File: config.mk
export PLATFORM = sky130hd
export DESIGN_NAME = frame_descriptor_queue_drop_oldest_core
export DESIGN_NICKNAME = d
export VERILOG_FILES = /design/src/sv/fdq_pkg.sv /design/src/sv/fdq_ram.sv /design/src/sv/frame_descriptor_queue_drop_oldest_core.sv
export SDC_FILE = /design/constraint.sdc
export NUM_CORES = 1
export LEC_CHECK = 0
export BUFFER_PORTS_ARGS = -buffer_cell sky130_fd_sc_hd__buf_2
export CAP_MARGIN = 10
export CORE_UTILIZATION = 55
export CTS_BUF_LIST = sky130_fd_sc_hd__clkbuf_4
export DETAILED_ROUTE_END_ITERATION = 7
export GPL_TIMING_DRIVEN = 0
export PLACE_DENSITY = 0.81
export SLEW_MARGIN = 10
export SYNTH_ARGS = -nofsm -noshare
export SYNTH_HDL_FRONTEND = slang
export SYNTH_HIERARCHICAL = 1
export SYNTH_SLANG_ARGS = --single-unit
File: constraint.sdc
create_clock -name clk -period 5.9 [get_ports clk]
set_input_delay 0.59 -clock clk [delete_from_list [all_inputs] [get_ports clk]]
set_output_delay 0.59 -clock clk [all_outputs]
set_load 0.03 [all_outputs]
File: src/sv/fdq_pkg.sv
`timescale 1ns / 1ps
// Shared types and constants of the frame descriptor queue.
// Depends on nothing; imported by the core and its checker.
package fdq_pkg;

  // Default storage shape.
  localparam int DEFAULT_QUEUE_DEPTH = 16;
  localparam int DEFAULT_SIZE_BITS   = 24;

  // Fixed field widths.
  localparam int TAG_W   = 16;
  localparam int COUNT_W = 5;
  localparam int TOTAL_W = 28;
  localparam int CFG_AW  = 3;
  localparam int CFG_DW  = 32;

  localparam logic [TOTAL_W-1:0] TOTAL_MAX = {TOTAL_W{1'b1}};

  // Register reset values.
  localparam logic [COUNT_W-1:0] CAPACITY_RESET = 5'd16;
  localparam logic               DROP_MODE_RESET = 1'b1;

  // Register indexes, taken from paddr[2].
  localparam logic REG_CAPACITY  = 1'b0;
  localparam logic REG_DROP_MODE = 1'b1;

  // Request opcodes.
  localparam logic CMD_PUSH = 1'b0;
  localparam logic CMD_POP  = 1'b1;

  // Sequencer states.
  typedef enum logic [1:0] {
    S_IDLE,
    S_DROP,
    S_DONE
  } fdq_state_t;

endpackage

File: src/sv/fdq_ram.sv
`timescale 1ns / 1ps
// Generic simple dual-port RAM: one write port, one read port, registered read.
// Depends on nothing.
module fdq_ram #(
  parameter int WIDTH = 8,
  parameter int DEPTH = 16
) (
  input  logic                     clk,
  input  logic                     wr_en,
  input  logic [$clog2(DEPTH)-1:0] wr_addr,
  input  logic [WIDTH-1:0]         wr_data,
  input  logic                     rd_en,
  input  logic [$clog2(DEPTH)-1:0] rd_addr,
  output logic [WIDTH-1:0]         rd_data
);

  logic [WIDTH-1:0] mem [DEPTH];

  // Write port and registered read port; read data holds until the next read.
  always_ff @(posedge clk) begin
    if (wr_en) begin
      mem[wr_addr] <= wr_data;
    end
    if (rd_en) begin
      rd_data <= mem[rd_addr];
    end
  end

endmodule

File: src/sv/frame_descriptor_queue_drop_oldest_core.sv
`timescale 1ns / 1ps
// Frame descriptor queue with drop-oldest option and byte accounting.
// An accepted request is captured in S_IDLE. A drop-mode push into a full queue first
// discards oldest entries in S_DROP, one store read per entry; the result is registered
// from S_DONE once the result slot is free. Other requests stall meanwhile.
// Reset (sync, rst high) clears pointers, counts, byte total, marks and out_valid, and
// loads config reset values; the store is not cleared (only written entries are read).
module frame_descriptor_queue_drop_oldest_core
  import fdq_pkg::*;
#(
  parameter int QUEUE_DEPTH = DEFAULT_QUEUE_DEPTH,
  parameter int SIZE_BITS   = DEFAULT_SIZE_BITS
) (
  input  logic                 clk,
  input  logic                 rst,
  // Configuration port.
  input  logic                 psel,
  input  logic                 penable,
  input  logic                 pwrite,
  input  logic [CFG_AW-1:0]    paddr,
  input  logic [CFG_DW-1:0]    pwdata,
  output logic [CFG_DW-1:0]    prdata,
  output logic                 pready,
  // Request channel.
  input  logic                 in_valid,
  output logic                 in_stall,
  input  logic                 cmd,
  input  logic [TAG_W-1:0]     frame_tag,
  input  logic [SIZE_BITS-1:0] frame_bytes,
  // Result channel.
  output logic                 out_valid,
  input  logic                 out_stall,
  output logic                 ok,
  output logic [COUNT_W-1:0]   dropped_entries,
  output logic [TAG_W-1:0]     out_tag,
  output logic [SIZE_BITS-1:0] popped_bytes,
  output logic [COUNT_W-1:0]   depth_now,
  output logic [TOTAL_W-1:0]   bytes_now,
  output logic [COUNT_W-1:0]   peak_depth,
  output logic [TOTAL_W-1:0]   peak_bytes
);

  localparam int PTR_W  = $clog2(QUEUE_DEPTH);
  localparam int DATA_W = TAG_W + SIZE_BITS;
  localparam int SUM_W  = ((SIZE_BITS > TOTAL_W) ? SIZE_BITS : TOTAL_W) + 1;
  localparam logic [PTR_W-1:0] LAST_PTR = PTR_W'(QUEUE_DEPTH - 1);

  // Saturating add of an entry size to the byte total.
  function automatic logic [TOTAL_W-1:0] add_sat(input logic [TOTAL_W-1:0] total,
                                                 input logic [SIZE_BITS-1:0] size);
    logic [SUM_W-1:0] sum;
    sum = SUM_W'(total) + SUM_W'(size);
    add_sat = (sum > SUM_W'(TOTAL_MAX)) ? TOTAL_MAX : sum[TOTAL_W-1:0];
  endfunction

  // Subtraction of an entry size from the byte total, clamped at zero.
  function automatic logic [TOTAL_W-1:0] sub_clamp(input logic [TOTAL_W-1:0] total,
                                                   input logic [SIZE_BITS-1:0] size);
    logic [SUM_W-1:0] diff;
    diff = SUM_W'(total) - SUM_W'(size);
    sub_clamp = (SUM_W'(total) >= SUM_W'(size)) ? diff[TOTAL_W-1:0] : '0;
  endfunction

  // Ring pointer advance, wrapping at the storage depth.
  function automatic logic [PTR_W-1:0] advance(input logic [PTR_W-1:0] p);
    advance = (p == LAST_PTR) ? '0 : p + 1'b1;
  endfunction

  // Configuration registers.
  logic [COUNT_W-1:0] capacity_limit;
  logic               drop_oldest_mode;

  // Queue state.
  fdq_state_t         state, state_next;
  logic [PTR_W-1:0]   head_ptr, head_ptr_next;
  logic [PTR_W-1:0]   tail_ptr, tail_ptr_next;
  logic [COUNT_W-1:0] entry_count, entry_count_next;
  logic [TOTAL_W-1:0] byte_total, byte_total_next;
  logic [COUNT_W-1:0] depth_mark, depth_mark_next;
  logic [TOTAL_W-1:0] bytes_mark, bytes_mark_next;
  logic [COUNT_W-1:0] drop_count, drop_count_next;

  // Request held while it is worked on.
  logic               req_cmd;
  logic [TAG_W-1:0]   req_tag;
  logic [SIZE_BITS-1:0] req_bytes;

  // Store interface.
  logic               ram_wr_en, ram_rd_en;
  logic [PTR_W-1:0]   ram_rd_addr;
  logic [DATA_W-1:0]  ram_rd_data;
  logic [TAG_W-1:0]   rd_tag;
  logic [SIZE_BITS-1:0] rd_bytes;

  logic [COUNT_W-1:0] cap;
  logic               accept;
  logic               slot_free;
  logic               drop_needed;
  logic               pop_hit;
  logic               push_fits;
  logic [COUNT_W-1:0] count_dec;
  logic [COUNT_W-1:0] count_inc;
  logic [TOTAL_W-1:0] total_sub;
  logic [TOTAL_W-1:0] total_add;
  logic               result_load;

  // Effective capacity: zero acts as one, anything above storage saturates.
  always_comb begin
    if (capacity_limit == '0) begin
      cap = COUNT_W'(1);
    end else if (int'(capacity_limit) > QUEUE_DEPTH) begin
      cap = COUNT_W'(QUEUE_DEPTH);
    end else begin
      cap = capacity_limit;
    end
  end

  // Configuration port: always ready, registers written on the access phase.
  assign pready = 1'b1;

  always_comb begin
    unique case (paddr[2])
      REG_CAPACITY:  prdata = CFG_DW'(capacity_limit);
      REG_DROP_MODE: prdata = CFG_DW'(drop_oldest_mode);
      default:       prdata = '0;
    endcase
  end

  always_ff @(posedge clk) begin
    if (rst) begin
      capacity_limit   <= CAPACITY_RESET;
      drop_oldest_mode <= DROP_MODE_RESET;
    end else if (psel && penable && pwrite && pready) begin
      unique case (paddr[2])
        REG_CAPACITY:  capacity_limit   <= pwdata[COUNT_W-1:0];
        REG_DROP_MODE: drop_oldest_mode <= pwdata[0];
        default: ;
      endcase
    end
  end

  // Shared decode of the queue state.
  assign in_stall    = (state != S_IDLE);
  assign accept      = in_valid && !in_stall;
  assign slot_free   = !out_valid || !out_stall;
  assign count_dec   = entry_count - 1'b1;
  assign count_inc   = entry_count + 1'b1;
  assign rd_tag      = ram_rd_data[DATA_W-1:SIZE_BITS];
  assign rd_bytes    = ram_rd_data[SIZE_BITS-1:0];
  assign total_sub   = sub_clamp(byte_total, rd_bytes);
  assign total_add   = add_sat(byte_total, req_bytes);
  assign drop_needed = drop_oldest_mode && (entry_count >= cap);
  assign pop_hit     = (entry_count != '0);
  assign push_fits   = (entry_count < cap);
  assign result_load = (state == S_DONE) && slot_free;

  // Next-state logic of the sequencer.
  always_comb begin
    state_next = state;
    unique case (state)
      S_IDLE: begin
        if (accept) begin
          state_next = (cmd == CMD_PUSH && drop_needed) ? S_DROP : S_DONE;
        end
      end
      S_DROP: begin
        if (count_dec < cap) begin
          state_next = S_DONE;
        end
      end
      S_DONE: begin
        if (slot_free) begin
          state_next = S_IDLE;
        end
      end
      default: state_next = S_IDLE;
    endcase
  end

  // Store accesses and state updates for each sequencer state.
  always_comb begin
    ram_rd_en        = 1'b0;
    ram_rd_addr      = head_ptr;
    ram_wr_en        = 1'b0;
    head_ptr_next    = head_ptr;
    tail_ptr_next    = tail_ptr;
    entry_count_next = entry_count;
    byte_total_next  = byte_total;
    depth_mark_next  = depth_mark;
    bytes_mark_next  = bytes_mark;
    drop_count_next  = drop_count;
    unique case (state)
      S_IDLE: begin
        drop_count_next = '0;
        // Fetch the oldest entry for a pop or for the first discard.
        if (accept && ((cmd == CMD_PUSH && drop_needed) || (cmd == CMD_POP && pop_hit))) begin
          ram_rd_en = 1'b1;
        end
      end
      S_DROP: begin
        // Discard the fetched oldest entry and fetch the next one if still full.
        head_ptr_next    = advance(head_ptr);
        entry_count_next = count_dec;
        byte_total_next  = total_sub;
        drop_count_next  = drop_count + 1'b1;
        if (count_dec >= cap) begin
          ram_rd_en   = 1'b1;
          ram_rd_addr = advance(head_ptr);
        end
      end
      S_DONE: begin
        if (slot_free) begin
          if (req_cmd == CMD_PUSH) begin
            if (push_fits) begin
              ram_wr_en        = 1'b1;
              tail_ptr_next    = advance(tail_ptr);
              entry_count_next = count_inc;
              byte_total_next  = total_add;
              if (count_inc > depth_mark) begin
                depth_mark_next = count_inc;
              end
              if (total_add > bytes_mark) begin
                bytes_mark_next = total_add;
              end
            end
          end else if (pop_hit) begin
            head_ptr_next    = advance(head_ptr);
            entry_count_next = count_dec;
            byte_total_next  = total_sub;
          end
        end
      end
      default: ;
    endcase
  end

  // Control registers.
  always_ff @(posedge clk) begin
    if (rst) begin
      state       <= S_IDLE;
      head_ptr    <= '0;
      tail_ptr    <= '0;
      entry_count <= '0;
      byte_total  <= '0;
      depth_mark  <= '0;
      bytes_mark  <= '0;
      drop_count  <= '0;
      out_valid   <= 1'b0;
    end else begin
      state       <= state_next;
      head_ptr    <= head_ptr_next;
      tail_ptr    <= tail_ptr_next;
      entry_count <= entry_count_next;
      byte_total  <= byte_total_next;
      depth_mark  <= depth_mark_next;
      bytes_mark  <= bytes_mark_next;
      drop_count  <= drop_count_next;
      if (result_load) begin
        out_valid <= 1'b1;
      end else if (!out_stall) begin
        out_valid <= 1'b0;
      end
    end
  end

  // Request capture.
  always_ff @(posedge clk) begin
    if (accept) begin
      req_cmd   <= cmd;
      req_tag   <= frame_tag;
      req_bytes <= frame_bytes;
    end
  end

  // Result register, loaded as the request retires.
  always_ff @(posedge clk) begin
    if (result_load) begin
      depth_now  <= entry_count_next;
      bytes_now  <= byte_total_next;
      peak_depth <= depth_mark_next;
      peak_bytes <= bytes_mark_next;
      if (req_cmd == CMD_PUSH) begin
        ok              <= push_fits;
        dropped_entries <= drop_count;
        out_tag         <= '0;
        popped_bytes    <= '0;
      end else begin
        ok              <= pop_hit;
        dropped_entries <= '0;
        out_tag         <= pop_hit ? rd_tag : '0;
        popped_bytes    <= pop_hit ? rd_bytes : '0;
      end
    end
  end

  // Descriptor store: tag and size side by side in one word.
  fdq_ram #(
    .WIDTH(DATA_W),
    .DEPTH(QUEUE_DEPTH)
  ) u_store (
    .clk    (clk),
    .wr_en  (ram_wr_en),
    .wr_addr(tail_ptr),
    .wr_data({req_tag, req_bytes}),
    .rd_en  (ram_rd_en),
    .rd_addr(ram_rd_addr),
    .rd_data(ram_rd_data)
  );

endmodule

==> impl_metrics.ini <==
[synthesis]
ys_types = 84
synth_edf_count = 833
synth_area_um2 = 39060
ys_ff_latch = 921
synthFlopType = edfxtp_1
netlist_instances = 2377
yosysWarnings = 6
avgSynthCellArea_um2 = 16.43
synth_area_leaders = edfxtp_1 64%, mux4_2 5.8%, dfxtp_1 4.5%
synth-seq-area-share = 0.6855
yosys.area.top_type = edfxtp_1
synth_top_area_frac = 0.6404
async_flop_share = 0

[grt]
grt_pass1_vias = 24190
grt_pass1_wl_um = 144400
grt_use_total = 0.2765
grt_max_degree = 57
grt-ovfl-total = 0
antenna_found_initial = 2

[worst_setup_path]
cp_cell_sequence = ha_1, clkbuf_1, a21o_1, a31oi_1, o21ai_0, a41o_1, o21bai_4, buf_2, o21ai_1, ha_1, nand4_1, nor2_1, nand2_1, a221oi_1, a211o_1, o311a_1, buf_2, buf_4, mux2_2, and2_1
path_max_fanout = 10
rrSetupSlack_ps = 250
endpoint_kind = flop
max_stage_delay_ps = 500
critPathArrivalTime_ps = 6540
cp-start-kind = flop
reg2reg_depth = 20
critPathRequiredTime_ps = 6790
slowest_stage = edfxtp_1
crit_type = reg2reg

[cts]
clock_path_buffers = 3
numClockSinks = 921
clkLatencyLatePin_ps = 1050
numCtsBuffers = 216
cts.clk_slew.worst_paths_ps = 70
cts_tree = yes
htreeDepth = 4
cts-root-buf = clkbuf_4

[sta]
maxSlewHeadroom = 0.2879
clock-skew-final_ps = 68.06
setup_viol = 0
finalCritPeriodShare = 0.9580
min_period_ps = 5652
tightest_slew_ps = 1068
report.final.slew_viol_count = 0
hold_viol = 0
fmax_ghz = 0.1769

[finish]
final_cell_count_no_fill = 4050
final_cell_mix = 833 x edfxtp_1, 323 x clkbuf_4, 199 x buf_2, 163 x nand2_1
drive_gt1_frac = 0.2689
finish.net_count = 3114
layout_commonest_cell = edfxtp_1
seq_area_um2 = 26780
fill_cells = 4831
finish.instance_area_um2 = 45750
multi_input_area_um2 = 11350
syn_to_final_growth_pct = 17.12

[floorplan]
start_util = 0.5568
pin_count = 230
design.core.area_um2 = 70150
die_w_um = 268.5
die_area_um2 = 72090
die_h_um = 268.5
rows = 97

[routing]
ant_nets = 0
via_per_inst = 5.930
post-route-drc-count = 0
vias = 24020
drtIter0Drc = 2432
wl_per_cell_um = 24.40
totalWireLength_um = 98810
dr.pass1.iters = 5

[status]
outcome = completed

[pwr]
vdd_drop_max_uv = 178.2
leakage_nw = 16.56
power_density_nw_per_um2 = 296.8

[placed_design]
gp_congestion = 0.9407
hpwlAfterDp_um = 65970
numPortBuffers = 172
place_area_um2 = 41950
dp.cells = 3555

[min_path]
min_path_type = in2reg
hold_path_depth = 4

[flow_run]
maxCapViolCount = 0
-- area by class of cell --
| type | count | area share |
|---|---|---|
| clock inverters | 76 | 0.009052 |
| clock buffers | 322 | 0.05284 |
| flip-flops and latches | 921 | 0.5853 |
| plain buffers | 135 | 0.01851 |
| well taps | 940 | 0.02571 |
| inverters | 87 | 0.007138 |
| multi-input cells | 1260 | 0.2481 |
| diodes | 1 | 0.00005470 |
| repair buffers | 308 | 0.05336 |
-- timing repair --
| item | CTS | global route |
|---|---|---|
| endpoints found under the hold margin | 51 | 0 |
| resized for setup | 0 | 3 |
| pin swaps | 0 | 1 |
| hold buffers | 49 | 0 |
| setup buffers | 9 | 38 |
| cloned | 0 | 0 |
| setup endpoints to repair | 56 | 56 |
-- flip-flops by register name, summed over array words and instances, names as in the netlist, 2 cells and up --
name             count
req_tag             16
drop_count           5
tail_ptr             4
byte_total          28
bytes_now           28
depth_mark           5
out_tag             16
peak_depth           5
u_store/rd_data     40
req_bytes           24
bytes_mark          28
state                2
capacity_limit       5
entry_count          5
peak_bytes          28
head_ptr             4
popped_bytes        24
u_store/mem        640
dropped_entries      5
depth_now            5
-- per-layer routing --
metal	vias to the layer above	part of all wire	global-route usage
met5	-	0	0
met4	0	0.028	0.1015
met3	195	0.085	0.05890
met2	1298	0.51	0.4788
met1	11940	0.37	0.3427
li1	10590	-	-
-- path summary, 6_finish.rpt --
path	end	startpoint
worst max-delay path	bytes_mark[22]$_SDFF_PP0_	req_bytes[13]$_DFFE_PP_
worst min-delay path	capacity_limit[4]$_SDFFE_PP1P_	pwrite
worst max register to register	bytes_mark[22]$_SDFF_PP0_	req_bytes[13]$_DFFE_PP_
worst min register to register	state[0]$_SDFFE_PP0P_	state[0]$_SDFFE_PP0P_
-- where the power goes --
group	switching (W)	internal (W)
sequential	0.0000966	0.00730
clock	0.00249	0.00264
combinational	0.000675	0.000364
total	0.00327	0.0103
-- kinds of logic (layout without fill, tap and decap cells) --
logic type / count (synthesis) / count (layout) / synth area share
adder cells (fa/ha/maj): 102 / 102 / 0.03306
flip-flops: 921 / 921 / 0.6855
other: 2 / 29 / 0.0001923
XOR/XNOR: 48 / 48 / 0.01076
AND/OR/NAND/NOR: 480 / 480 / 0.05993
buffers and inverters: 222 / 928 / 0.02995
multiplexers: 206 / 206 / 0.1108
AO/OA/AOI/OAI: 396 / 396 / 0.06980
-- worst max-delay path: cells and delay by family (launching register included) --
| family | cells | cell delay (ps) |
|---|---|---|
| and+or+nand+nor | 4 | 550 |
| AOI/OAI and AO/OA | 9 | 2330 |
| adders and majority gates | 2 | 730 |
| buffers and inverters | 4 | 1010 |
| muxes | 1 | 380 |
| DFF | 1 | 500 |
-- cells in the mapped netlist (7+ instances only) --
cell type and n:
nand2b_1 9, o21ai_1 11, nand2_1 164, mux2i_1 14, a21oi_1 72, nor2_1 100, buf_2 27, mux2_2 29
a22oi_1 88, nor2b_1 23, mux4_1 60, edfxtp_1 833, and3_1 10, nand4_1 16, xnor2_1 26, o31ai_1 8
ha_1 100, a21o_1 28, a211oi_1 10, mux4_2 100, o21a_1 13, buf_4 31, o211ai_1 12, a31oi_1 14
inv_1 85, nor3_1 23, a221o_1 7, and2_1 85, buf_12 11, clkbuf_1 64, a22o_1 17, dfxtp_1 88
nand3_1 17, xor2_1 22, o21ai_0 57, and4_1 7
-- stage by stage --
step                setup WS (ps)  power (W)  hold WS, ps    util   TNS, ps
finish                      247.7    0.01358        163.8  0.6522         0
global route               -1.257    0.01410        151.0  0.6522    -1.257
CTS                         17.75    0.01361        51.40  0.6465         0
detailed placement         -277.8   0.008504        484.7  0.5980     -9088
global placement            -4206   0.008468        457.5  0.5873  -1477770
floorplan                   106.6   0.008163        449.3       -         0
Power figures use the tool's default switching activity.
